[config.mk]
export PLATFORM = sky130hd
export DESIGN_NAME = sprayer_command_controller
export DESIGN_NICKNAME = d
export VERILOG_FILES = /design/src/rtl/core/scc_pkg.sv /design/src/rtl/core/sprayer_command_controller.sv
export SDC_FILE = /design/constraint.sdc
export NUM_CORES = 1
export LEC_CHECK = 0
export BUFFER_PORTS_ARGS = -buffer_cell sky130_fd_sc_hd__buf_2
export CAP_MARGIN = 20
export CORE_UTILIZATION = 46
export CTS_CLUSTER_DIAMETER = 60
export DETAILED_ROUTE_END_ITERATION = 12
export PLACE_DENSITY = 0.66
export SLEW_MARGIN = 20
export SYNTH_ARGS = -nofsm -noshare
export SYNTH_HDL_FRONTEND = slang
export SYNTH_SLANG_ARGS = --single-unit
export TNS_END_PERCENT = 10
[constraint.sdc]
create_clock -name clk_i -period 5.35 [get_ports clk_i]
set_input_delay 1.07 -clock clk_i [delete_from_list [all_inputs] [get_ports clk_i]]
set_output_delay 1.07 -clock clk_i [all_outputs]
set_load 0.02 [all_outputs]
[src/rtl/core/scc_pkg.sv]
`default_nettype none
package scc_pkg;

  // result actions
  localparam logic [2:0] ActNone  = 3'd0;
  localparam logic [2:0] ActClose = 3'd1;
  localparam logic [2:0] ActOpen  = 3'd2;
  localparam logic [2:0] ActSpray = 3'd3;
  localparam logic [2:0] ActTimed = 3'd4;
  localparam logic [2:0] ActSave  = 3'd5;

  // input word kinds
  localparam logic OpPwm = 1'b0;
  localparam logic OpCmd = 1'b1;

  // parameter indexes
  localparam logic [2:0] ParOpenTime = 3'd0;
  localparam logic [2:0] ParSprayVol = 3'd2;
  localparam logic [2:0] ParCentre   = 3'd3;
  localparam logic [2:0] ParCloseTh  = 3'd4;
  localparam logic [2:0] ParOpenTh   = 3'd5;
  localparam int unsigned NumParams  = 6;

  // classification limits
  localparam logic [16:0] WindowHalf = 17'd1000;
  localparam logic [15:0] PulseLimit = 16'd2100;
  localparam logic [15:0] AuxLow     = 16'd1100;
  localparam logic [15:0] AuxHigh    = 16'd1900;
  localparam int unsigned AuxShift   = 5;

  // command letters
  localparam logic [7:0] ChSpray = 8'h52; // R
  localparam logic [7:0] ChOpen  = 8'h4F; // O
  localparam logic [7:0] ChClose = 8'h43; // C
  localparam logic [7:0] ChTime  = 8'h54; // T
  localparam logic [7:0] ChVol   = 8'h56; // V
  localparam logic [7:0] ChSVol  = 8'h53; // S
  localparam logic [7:0] ChCent  = 8'h4C; // L
  localparam logic [7:0] ChCloTh = 8'h3C; // <
  localparam logic [7:0] ChOpeTh = 8'h3E; // >

endpackage
`default_nettype wire

[src/rtl/core/sprayer_command_controller.sv]
// a result word is registered and valid in the cycle after its input word is accepted
// throughput: one word per cycle; the result register is the only stage, so
//   in_ready_o drops only while a result is held with out_ready_i low
// reset (rst_ni low, asynchronous): parser waits for a letter, last task is
//   close, all six parameters are zero and no result is pending
`default_nettype none
module sprayer_command_controller (
  input  wire logic        clk_i,
  input  wire logic        rst_ni,
  input  wire logic        in_valid_i,
  output logic             in_ready_o,
  input  wire logic        opcode_i,
  input  wire logic [15:0] period_main_i,
  input  wire logic [15:0] pulse_main_i,
  input  wire logic [15:0] period_aux_i,
  input  wire logic [15:0] pulse_aux_i,
  input  wire logic [7:0]  command_byte_i,
  output logic             out_valid_o,
  input  wire logic        out_ready_i,
  output logic [2:0]       action_o,
  output logic [2:0]       param_index_o,
  output logic [15:0]      param_value_o,
  output logic [15:0]      spray_amount_o
);

  // parser codes
  localparam logic [3:0] PsWait = 4'd0;
  localparam logic [3:0] PsTime = 4'd1;
  localparam logic [3:0] PsVol  = 4'd3;
  localparam logic [3:0] PsSVol = 4'd5;
  localparam logic [3:0] PsCent = 4'd7;
  localparam logic [3:0] PsClo  = 4'd9;
  localparam logic [3:0] PsOpe  = 4'd11;
  localparam logic [3:0] PsLast = 4'd12;

  logic [3:0]  ps_q, ps_d;
  logic [1:0]  last_q, last_d;
  logic [15:0] param_q [scc_pkg::NumParams];
  logic [15:0] param_d [scc_pkg::NumParams];
  logic        out_valid_q;
  logic [2:0]  action_q, action_d;
  logic [2:0]  pidx_q, pidx_d;
  logic [15:0] pval_q, pval_d;
  logic [15:0] amount_q, amount_d;
  logic        in_fire;
  logic [2:0]  aux_cls, main_cls;
  logic [3:0]  ps_off;
  logic [2:0]  pk;
  logic [15:0] aux_diff;
  logic [15:0] merged;

  // window and pulse classification
  function automatic logic [2:0] classify(input logic [15:0] period,
                                          input logic [15:0] pulse,
                                          input logic [15:0] centre,
                                          input logic [15:0] close_th,
                                          input logic [15:0] open_th);
    logic [16:0] lo_sum;
    logic [16:0] hi_sum;
    logic        in_win;
    logic [2:0]  cls;
    lo_sum = {1'b0, period} + scc_pkg::WindowHalf;
    hi_sum = {1'b0, centre} + scc_pkg::WindowHalf;
    in_win = (lo_sum > {1'b0, centre}) && ({1'b0, period} < hi_sum);
    if (!in_win) begin
      cls = scc_pkg::ActNone;
    end else if (pulse > open_th && pulse < scc_pkg::PulseLimit) begin
      cls = scc_pkg::ActOpen;
    end else if (pulse > close_th && pulse < scc_pkg::PulseLimit) begin
      cls = scc_pkg::ActClose;
    end else begin
      cls = scc_pkg::ActSpray;
    end
    return cls;
  endfunction

  assign in_ready_o = !out_valid_q || out_ready_i;
  assign in_fire    = in_valid_i && in_ready_o;

  assign aux_cls  = classify(period_aux_i, pulse_aux_i, param_q[scc_pkg::ParCentre],
                             param_q[scc_pkg::ParCloseTh], param_q[scc_pkg::ParOpenTh]);
  assign main_cls = classify(period_main_i, pulse_main_i, param_q[scc_pkg::ParCentre],
                             param_q[scc_pkg::ParCloseTh], param_q[scc_pkg::ParOpenTh]);
  assign aux_diff = pulse_aux_i - scc_pkg::AuxLow;

  // parameter slot of the current load state
  assign ps_off = ps_q - 4'd1;
  assign pk     = ps_off[3:1];
  assign merged = {param_q[pk][7:0], command_byte_i};

  // next state and result word
  always_comb begin
    ps_d     = ps_q;
    last_d   = last_q;
    param_d  = param_q;
    action_d = scc_pkg::ActNone;
    pidx_d   = 3'd0;
    pval_d   = 16'd0;
    if (opcode_i == scc_pkg::OpPwm) begin
      if (aux_cls != scc_pkg::ActNone && pulse_aux_i >= scc_pkg::AuxLow &&
          pulse_aux_i <= scc_pkg::AuxHigh) begin
        param_d[scc_pkg::ParSprayVol] = aux_diff >> scc_pkg::AuxShift;
      end
      if (main_cls == scc_pkg::ActClose || main_cls == scc_pkg::ActOpen) begin
        if (last_q != main_cls[1:0]) begin
          action_d = main_cls;
        end
      end else if (main_cls == scc_pkg::ActSpray) begin
        action_d = scc_pkg::ActSpray;
      end
      last_d = main_cls[1:0];
    end else if (ps_q == PsWait) begin
      unique case (command_byte_i)
        scc_pkg::ChSpray: action_d = scc_pkg::ActSpray;
        scc_pkg::ChOpen:  action_d = scc_pkg::ActOpen;
        scc_pkg::ChClose: action_d = scc_pkg::ActClose;
        scc_pkg::ChTime:  ps_d = PsTime;
        scc_pkg::ChVol:   ps_d = PsVol;
        scc_pkg::ChSVol:  ps_d = PsSVol;
        scc_pkg::ChCent:  ps_d = PsCent;
        scc_pkg::ChCloTh: ps_d = PsClo;
        scc_pkg::ChOpeTh: ps_d = PsOpe;
        default:          ps_d = PsWait;
      endcase
    end else if (ps_q <= PsLast) begin
      if (!ps_off[0]) begin
        // high byte replaces the whole parameter
        param_d[pk] = {8'd0, command_byte_i};
        ps_d        = ps_q + 4'd1;
      end else begin
        param_d[pk] = merged;
        ps_d        = PsWait;
        action_d    = (pk == scc_pkg::ParOpenTime) ? scc_pkg::ActTimed : scc_pkg::ActSave;
        pidx_d      = pk;
        pval_d      = merged;
      end
    end else begin
      ps_d = PsWait;
    end
    amount_d = (action_d == scc_pkg::ActSpray) ? param_d[scc_pkg::ParSprayVol] : 16'd0;
  end

  // state registers
  always_ff @(posedge clk_i or negedge rst_ni) begin
    if (!rst_ni) begin
      ps_q   <= PsWait;
      last_q <= scc_pkg::ActClose[1:0];
      for (int i = 0; i < scc_pkg::NumParams; i++) begin
        param_q[i] <= 16'd0;
      end
    end else if (in_fire) begin
      ps_q    <= ps_d;
      last_q  <= last_d;
      param_q <= param_d;
    end
  end

  // result valid
  always_ff @(posedge clk_i or negedge rst_ni) begin
    if (!rst_ni) begin
      out_valid_q <= 1'b0;
    end else if (in_ready_o) begin
      out_valid_q <= in_valid_i;
    end
  end

  // result payload
  always_ff @(posedge clk_i) begin
    if (in_fire) begin
      action_q <= action_d;
      pidx_q   <= pidx_d;
      pval_q   <= pval_d;
      amount_q <= amount_d;
    end
  end

  assign out_valid_o    = out_valid_q;
  assign action_o       = action_q;
  assign param_index_o  = pidx_q;
  assign param_value_o  = pval_q;
  assign spray_amount_o = amount_q;

endmodule
`default_nettype wire

After elaboration in Yosys (flattened, before gate mapping) --
Index checks and enable logic that the tools add are counted.
Word-level totals: flip-flop bits (word level) 141, input bits 77, output and inout port bits 40, word-level logic and storage cells 106
Operators by class: $add $sub $neg 6, $lt $le $gt $ge 15, eq/ne operators 15, muxes and demuxes 31, bitwise logic cells 5, reduce and logical (&&, ||, !) cells 21
Operators with widths (count):
- $bwmux W96 | 2
- $mux W64 | 2
- $mux W96 | 1
- $gt A16 B16 Y1 | 4
- $eq A8 B7 Y1 const B | 7
- $add A16 B10 Y17 const B | 3
- $bmux W16 S3 | 1
- $demux W16 S3 | 1
- $mux W16 | 3
- $gt A17 B16 Y1 | 2
- $lt A16 B17 Y1 | 2
- $lt A16 B12 Y1 const B | 2
- $pmux W4 S7 | 1
- $mux W3 | 8
- $eq A8 B6 Y1 const B | 2
- $ge A16 B11 Y1 const B | 1
- $le A16 B11 Y1 const B | 1
- $mux W8 | 2
- $sub A16 B11 Y16 const B | 1
- $mux W4 | 3
- $logic_and A1 B1 Y1 | 10
- $mux W2 | 5
- $eq A3 B2 Y1 const B | 3
- $pmux W2 S3 | 1
- other kinds (21) | 25

Longest topological paths before layout --
Gate-level depths: netlist of run 1.
depth after elaboration 11, mapped depth 21, gate-level depth less buffers 18

Worst setup path before layout of run 1 --
No wires, ideal clock.
path kind input-to-reg, start input port period_main_i[8], end register action_q[0], in the netlist action_o[0] (data pin), library setup time 0.270 ns, data arrival time 4.801 ns, data required time 5.080 ns, slack 0.279 ns, cell stages on the path 17, path buffers 1, cell sequence or4_1 o31ai_1 or2_2 xnor2_1 ha_1 nand2_1 nor3_1 a31oi_1 o211ai_1 nor2_1 ha_1 inv_1 and3_1 or4_1 a41oi_2 buf_2 o21ai_0
Between the ends: longest elaborated chain between the ends 8, elaborated cells between the ends (all ways) 14, classes of those cells add/sub (1); order compare (2); eq/ne (4); mux (5); reduce/logical (2)
RTL lines:
- start, declared | RTL line sprayer_command_controller.sv:13 | input wire logic [15:0] period_main_i,
- $add A16 B10 Y17 | RTL line sprayer_command_controller.sv:62 | lo_sum = {1'b0, period} + scc_pkg::WindowHalf;
- $gt A17 B16 Y1 | RTL line sprayer_command_controller.sv:64 | in_win = (lo_sum > {1'b0, centre}) && ({1'b0, period} < hi_sum);
- $logic_and A1 B1 Y1 (*) | RTL line sprayer_command_controller.sv:64
- $mux W2 (*) | RTL line sprayer_command_controller.sv:65 | if (!in_win) begin
- named net main_cls[0] | RTL line sprayer_command_controller.sv:46 | logic [2:0] aux_cls, main_cls;
- $eq A3 B2 Y1 (tied with other cells) | RTL line sprayer_command_controller.sv:108 | end else if (main_cls == scc_pkg::ActSpray) begin
- $mux W2 (tied with other cells) | RTL line sprayer_command_controller.sv:108
- $mux W3 (*) | RTL line sprayer_command_controller.sv:104 | if (main_cls == scc_pkg::ActClose || main_cls == scc_pkg::ActOpen) begin
- $mux W3 (*) | RTL line sprayer_command_controller.sv:99 | if (opcode_i == scc_pkg::OpPwm) begin
- named net action_d[0] | RTL line sprayer_command_controller.sv:41 | logic [2:0] action_q, action_d;
- end signal, assigned | RTL line sprayer_command_controller.sv:170 | action_q <= action_d;
- end, declared | RTL line sprayer_command_controller.sv:41
Mark *: on every way through the listed nets, which the timed path passes. The rest lies on a longest branch. A chain may end at the register's enable or synchronous reset.

Worst setup path in the final report of run 1 --
start input port period_main_i[8], end register amount_q[3], in the netlist spray_amount_o[3] (data pin)
Between the ends: longest elaborated chain between the ends 9, elaborated cells between the ends (all ways) 15, classes of those cells add/sub (1); order compare (2); eq/ne (5); mux (5); reduce/logical (2)
RTL lines:
- $add A16 B10 Y17 | RTL line sprayer_command_controller.sv:62
- $gt A17 B16 Y1 | RTL line sprayer_command_controller.sv:64
- $logic_and A1 B1 Y1 (*) | RTL line sprayer_command_controller.sv:64
- $mux W2 (*) | RTL line sprayer_command_controller.sv:65
- named net main_cls[1] | RTL line sprayer_command_controller.sv:46
- $eq A3 B2 Y1 (tied with other cells) | RTL line sprayer_command_controller.sv:108
- $mux W2 (tied with other cells) | RTL line sprayer_command_controller.sv:108
- $mux W3 (*) | RTL line sprayer_command_controller.sv:104
- $mux W3 (*) | RTL line sprayer_command_controller.sv:99
- $eq A3 B2 Y1 (*) | RTL line sprayer_command_controller.sv:140 | amount_d = (action_d == scc_pkg::ActSpray) ? param_d[scc_pkg::ParSprayVol] : 16'd0;
- end signal, assigned | RTL line sprayer_command_controller.sv:173 | amount_q <= amount_d;
- end, declared | RTL line sprayer_command_controller.sv:44 | logic [15:0] amount_q, amount_d;
Marked as above.

==> flow_metrics.py, run 1 <==
metrics = {
    "run_status": {
        "outcome": "completed",
    },
    "placed_design": {
        "placed_cell_area_um2": 9889,
        "gp_congestion": 0.9127,
        "dp.final_hpwl_um": 18810,
        "dp_cells": 1321,
        "dp_slack_ns": -0.02096,
        "port_buffers": 116,
    },
    "timing": {
        "max_freq_mhz": 202.0,
        "fin_crit_sh": 0.9252,
        "hold_viol_final": 0,
        "relSlewSlack": 0.4684,
        "rsz0062_at_grt": "no",
        "slew_viol_final": 0,
        "fin_skew_ns": 0.009412,
        "setup_viol": 0,
        "worstMarginPinSlew_ns": 0.7947,
        "setup_slack_ns": 0.4003,
        "fin_crit_ns": 4.950,
    },
    "global_route": {
        "grtUsageTotal": 0.2567,
        "gr-total-overflow": 0,
        "antenna_found_initial": 0,
        "grt_start_max_net_pins": 48,
        "grt_pass1_vias": 7348,
        "grt_pass1_wl_um": 39310,
    },
    "clocking": {
        "cts_buffers": 17,
        "clkTransAtPathRegs_ns": 0.05,
        "clock-sinks": 125,
        "htreeDepth": 4,
        "clock_path_buffers": 2,
        "cts_tree": "built",
        "postCtsHoldBufs": 0,
        "cts_root_buf": "clkbuf_16",
        "clkLatencyLatePin_ns": 0.42,
        "cts_resized": 0,
        "post_cts_buffers": 0,
    },
    "layout": {
        "n_fill_cell": 1725,
        "stdcell_area_um2": 10470,
        "fin_nets": 1254,
        "utilization": 0.5525,
        "instances_no_fill": 1352,
        "antennaDiodeCount": 0,
        "syn_to_final_growth_pct": 16.52,
        "drive_above_1_share": 0.2088,
    },
    "synth": {
        "ys_top_cells_by_area": "dfrtp_1 24%, ha_1 14%, edfxtp_1 13%",
        "syn_area_um2": 8987,
        "synth_edf_count": 38,
        "synth_cell_types": 66,
        "synth-async-reset-ratio": 0.6960,
        "synthTopCellsByCount": "110 x nand2_1, 97 x ha_1, 86 x dfrtp_1",
        "synth-seq-cells": 125,
        "yosysSeqAreaShare": 0.3693,
        "synth.most_common_cell": "nand2_1",
        "synth_top_area_frac": 0.2395,
        "yosys_most_used_dff": "dfrtp_1",
        "syn_area_per_cell_um2": 9.323,
        "synth-warning-count": 0,
        "syn-num-nets": 1138,
        "syn_inst": 964,
        "yosysTopAreaCell": "dfrtp_1",
    },
    "routing": {
        "first_pass_iters": 6,
        "vias": 7766,
        "first_iter_violations": 576,
        "post_drt_via_cell_ratio": 5.744,
        "wire_per_inst_um": 18.33,
        "routed_wl_um": 24780,
        "drcViolationCount": 0,
        "postRouteAntennaNets": 0,
    },
    "min_path": {
        "hold_depth": 2,
        "min_to": "param_q[12]",
        "min_from": "param_q[12]",
        "min_path_type": "register to register",
    },
    "setup_path": {
        "r2r_cells": 17,
        "reg2reg_to": "spray_amount_o[3]",
        "start_kind": "input port",
        "r2r_setup_slack_ns": 0.52,
        "worstPathRequired_ns": 5.50,
        "crit_arrival_ns": 5.10,
        "timing.rr.start": "param_q[38]",
        "crit_path_end_kind": "register",
        "cp_max_fo": 7,
        "crit_type": "input port to register",
    },
    "floorplan": {
        "placementRows": 50,
        "die_h_um": 141.8,
        "initial_core_util": 0.4741,
        "dieArea_um2": 20100,
        "core_um2": 18960,
        "io_pins": 117,
        "die_x_um": 141.8,
    },
    "power_and_ir_drop": {
        "powerDensity_nw_per_um2": 364.0,
        "ir_worst_vdd_mv": 0.2858,
        "cellLeakagePower_uw": 0.004692,
        "power_uw": 3812,
    },
    "job": {
        "cap_violations": 0,
    },
}
-- area by class of cell --
type	instances	area, µm²	share of cell area
multi-input cells	737	5271	0.5033
flip-flops and latches	125	3319	0.3170
repair buffers	137	740.7	0.07073
clock buffers	26	530.5	0.05066
well taps	260	325.3	0.03106
inverters	62	232.7	0.02222
clock inverters	5	52.55	0.005018
-- sequential cells by signal, indices dropped and copies added (netlist names) --
signal	count
spray_amount_o	16
param_index_o	3
ps_q	4
last_q	2
param_value_o	16
action_o	3
param_q	80
out_valid_o	1
-- through the flow --
| stage | TNS (ns) | hold WS [ns] |
|---|---|---|
| final | 0 | 0.4907 |
| after global routing | 0 | 0.5154 |
| after CTS | 0 | 0.4910 |
| after detailed placement | -0.1120 | 0.4744 |
| after global placement | 0 | 0.4623 |
| after floorplan | 0 | 0.4498 |
-- cell usage in the layout (no fill, tap or decap), types with 38 or more instances in the layout --
cell type	synthesis	routed
edfxtp_1	38	38
dfrtp_1	86	86
mux2_2	54	54
ha_1	97	97
nor2_1	51	51
o21ai_0	63	63
a21oi_1	40	40
nand2_1	110	110
buf_2	5	115
inv_1	61	60
-- critical path: stages --
cell      delay (ns)
buf_2           0.12
or4_1           0.56
o31ai_1         0.28
buf_4           0.17
xnor2_1         0.06
ha_1            0.29
nand4_1         0.13
nor3_1          0.23
a31oi_1         0.12
o211ai_1        0.33
nor2_1          0.12
ha_1            0.32
inv_1           0.06
and3_1          0.19
or4_1           0.55
a41oi_2         0.23
buf_4           0.20
nor3_1          0.06
-- routing by layer --
layer  up-vias  part of all wire  global-route usage
met2       269              0.46              0.4029
met5         -                 0                   0
met4         0             0.018             0.08149
met3        30             0.060             0.04860
li1       3761                 -                   -
met1      3706              0.47              0.3569
-- power by group --
part / total [µW] / leakage [µW] / internal [µW] / switching, µW
Clock: 1140 / 0.000287 / 724 / 413
Sequential: 1250 / 0.00144 / 1120 / 135
Combinational: 1420 / 0.00296 / 594 / 827
Total: 3810 / 0.00469 / 2440 / 1380
-- kinds of logic after synthesis --
logic type / Yosys count / share of synthesized area
simple gates: 322 / 0.1768
compound gates: 215 / 0.1579
flops: 125 / 0.3693
buf+inv: 102 / 0.04413
fa+ha+maj: 97 / 0.1350
mux: 64 / 0.07880
xor+xnor: 39 / 0.03801
-- worst max path at each step --
stage                           from                 end  slack, ns  cells past startpoint
floorplan           period_main_i[8]         action_o[0]       0.28                     17
global placement    period_main_i[8]   spray_amount_o[3]       0.07                     18
detailed placement  period_main_i[8]   spray_amount_o[3]      -0.02                     18
CTS                 period_main_i[8]   spray_amount_o[8]       0.42                     18
global route        period_main_i[6]  spray_amount_o[15]       0.08                     20
finish              period_main_i[8]   spray_amount_o[3]       0.40                     18
(Power assumes the default switching activity.)
==> run 2, diff against run 1 <==
Settings changed: CORE_ASPECT_RATIO set to 1.1.
==> flow_metrics.py, run 2 (synthesis results as in run 1) <==
metrics = {
    "timing": {
        "slew_viol_final": 0,
        "rsz0062_at_grt": "no",
        "hold_viol_final": 0,
        "max_freq_mhz": 201.2,
        "fin_crit_sh": 0.9292,
        "hold_ws_ns": 0.4873,
        "fin_crit_ns": 4.971,
        "setup_viol": 0,
        "relSlewSlack": 0.4627,
        "fin_skew_ns": 0.01303,
        "worstMarginPinSlew_ns": 0.8033,
    },
    "routing": {
        "postRouteAntennaNets": 0,
        "post_drt_via_cell_ratio": 5.758,
        "drcViolationCount": 0,
        "vias": 7727,
        "wire_per_inst_um": 18.26,
        "first_pass_iters": 5,
        "first_iter_violations": 359,
        "routed_wl_um": 24500,
    },
    "global_route": {
        "grtUsageTotal": 0.2514,
        "grt_pass1_wl_um": 38780,
        "grt_start_max_net_pins": 52,
        "use_met1": 0.3325,
        "busiest_layer": "met2",
        "gr-total-overflow": 0,
        "grtUsageMet2": 0.4105,
        "grt_pass1_vias": 7428,
        "use_met3": 0.04090,
        "antenna_found_initial": 0,
    },
    "setup_path": {
        "slowest_delay_ns": 0.56,
        "reg2reg_to": "spray_amount_o[8]",
        "crit_path_end_kind": "register",
        "path_delay_family": "simple AND/OR/NAND/NOR gates",
        "worstPathRequired_ns": 5.51,
        "endpoint": "spray_amount_o[8]",
        "start_kind": "input port",
        "worstPathCellList": "buf_2 -> or4_1 -> o31ai_1 -> or2_2 -> nor2_1 -> xor2_1 -> ha_1 -> a2111oi_0 -> nand3_1 -> o211ai_1 -> buf_4 -> nor2_1 -> ha_1 -> inv_1 -> and3_1 -> or4_1 -> a41oi_2 -> buf_4 -> nor3_1",
        "cp_num_cells": 19,
        "crit_arrival_ns": 5.13,
        "cp_max_fo": 8,
        "cp.buffers_inverters": 4,
        "worstSetupStartpoint": "period_main_i[8]",
        "crit_type": "input port to register",
        "slowest_stage": "or4_1",
        "r2r_cells": 18,
        "r2r_setup_slack_ns": 0.47,
        "timing.rr.start": "param_q[38]",
    },
    "run_status": {
        "outcome": "completed",
    },
    "layout": {
        "drive_above_1_share": 0.2110,
        "layout_commonest_cell": "buf_2",
        "largest_reg_flops": 80,
        "syn_to_final_growth_pct": 16.15,
        "utilization": 0.5466,
        "fin_nets": 1256,
        "antennaDiodeCount": 0,
        "regMostFlops": "param_q",
        "most-common-layout-cells": "115 x buf_2, 110 x nand2_1, 97 x ha_1",
        "instances_no_fill": 1342,
    },
    "clocking": {
        "cts_resized": 0,
        "clock_path_buffers": 2,
        "htreeDepth": 4,
        "post_cts_buffers": 0,
        "clkTransAtPathRegs_ns": 0.06,
        "clock-sinks": 125,
        "cts_tree": "built",
        "cts_buffers": 17,
        "clkLatencyLatePin_ns": 0.43,
        "cts_root_buf": "clkbuf_16",
        "postCtsHoldBufs": 0,
    },
    "power_and_ir_drop": {
        "ir_worst_vdd_mv": 0.2776,
        "cellLeakagePower_uw": 0.004670,
        "powerDensity_nw_per_um2": 361.7,
    },
    "floorplan": {
        "placementRows": 53,
        "core_um2": 19100,
        "io_pins": 117,
        "initial_core_util": 0.4706,
        "die_x_um": 135.3,
        "die_h_um": 148.6,
        "dieArea_um2": 20100,
    },
    "placed_design": {
        "dp.final_hpwl_um": 18740,
        "port_buffers": 116,
        "gp_congestion": 0.9443,
        "dp_cells": 1310,
    },
    "job": {
        "cap_violations": 0,
    },
    "min_path": {
        "min_path_type": "register to register",
        "hold_depth": 2,
    },
}
## run 2: cell types whose count changed in the layout (fill, tap and decap cells not counted)
| cell | change |
|---|---|
| clkbuf_16 | -1 |
| clkinv_4 | +2 |
| buf_4 | +2 |
| clkinv_2 | -1 |
| clkbuf_1 | -1 |
| clkbuf_8 | -5 |
| inv_6 | +3 |
| clkinvlp_4 | +3 |
| clkinv_1 | +1 |
## run 2: worst min-delay path by stage
stage | startpoint | to
5_1_grt | param_q[8] | param_q[8]
2_1_floorplan | param_q[12] | param_q[12]
3_3_place_gp | param_q[12] | param_q[12]
6_report | param_q[12] | param_q[12]
4_1_cts | param_q[12] | param_q[12]
3_5_place_dp | param_q[12] | param_q[12]
## run 2: power by group
part	leakage, µW	internal (µW)	switching [µW]
Clock	0.000258	639	447
Combinational	0.00297	609	830
Sequential	0.00144	1120	132
Total	0.00467	2370	1410
## run 2: cell type report
class                           count  area (µm²)
Fill cell                        1779        8660
Multi-Input combinational cell    737        5271
Sequential cell                   125        3319
Timing Repair Buffer              139       755.7
Clock buffer                       19       432.9
Tap cell                          247       309.0
Inverter                           62       232.7
Clock inverter                     13       117.6
## run 2: worst register-to-register path, stage by stage (launching register included)
cell and delay [ns]:
dfrtp_1 0.45, nor4_1 0.39, and2_1 0.26, nor2_1 0.07, xnor2_1 0.27, ha_1 0.32, a2111o_1 0.42, a221o_1 0.27
o21ai_0 0.23, o211ai_1 0.12, buf_4 0.16, nor2_1 0.13, ha_1 0.17, inv_1 0.05, and3_1 0.19, or4_1 0.56
a41oi_2 0.29, buf_4 0.21, nor3_1 0.06
## run 2: stage by stage
stage	area (µm²)	total power [µW]	TNS [ns]	setup WS, ns
final	10440	3776	0	0.3786
after global routing	10440	4025	0	0.1228
after CTS	10440	3780	0	0.3637
after detailed placement	9888	2694	-0.5582	-0.06113
after global placement	9888	2661	0	0.02611
after floorplan	8987	2224	0	0.2792
## run 2: routing by layer
metal / vias up / share of wire / wire, µm
met4: 0 / 0.027 / 650
met3: 47 / 0.051 / 1242
met2: 214 / 0.48 / 11790
met5: - / 0 / 0
met1: 3699 / 0.44 / 10820
li1: 3767 / - / -
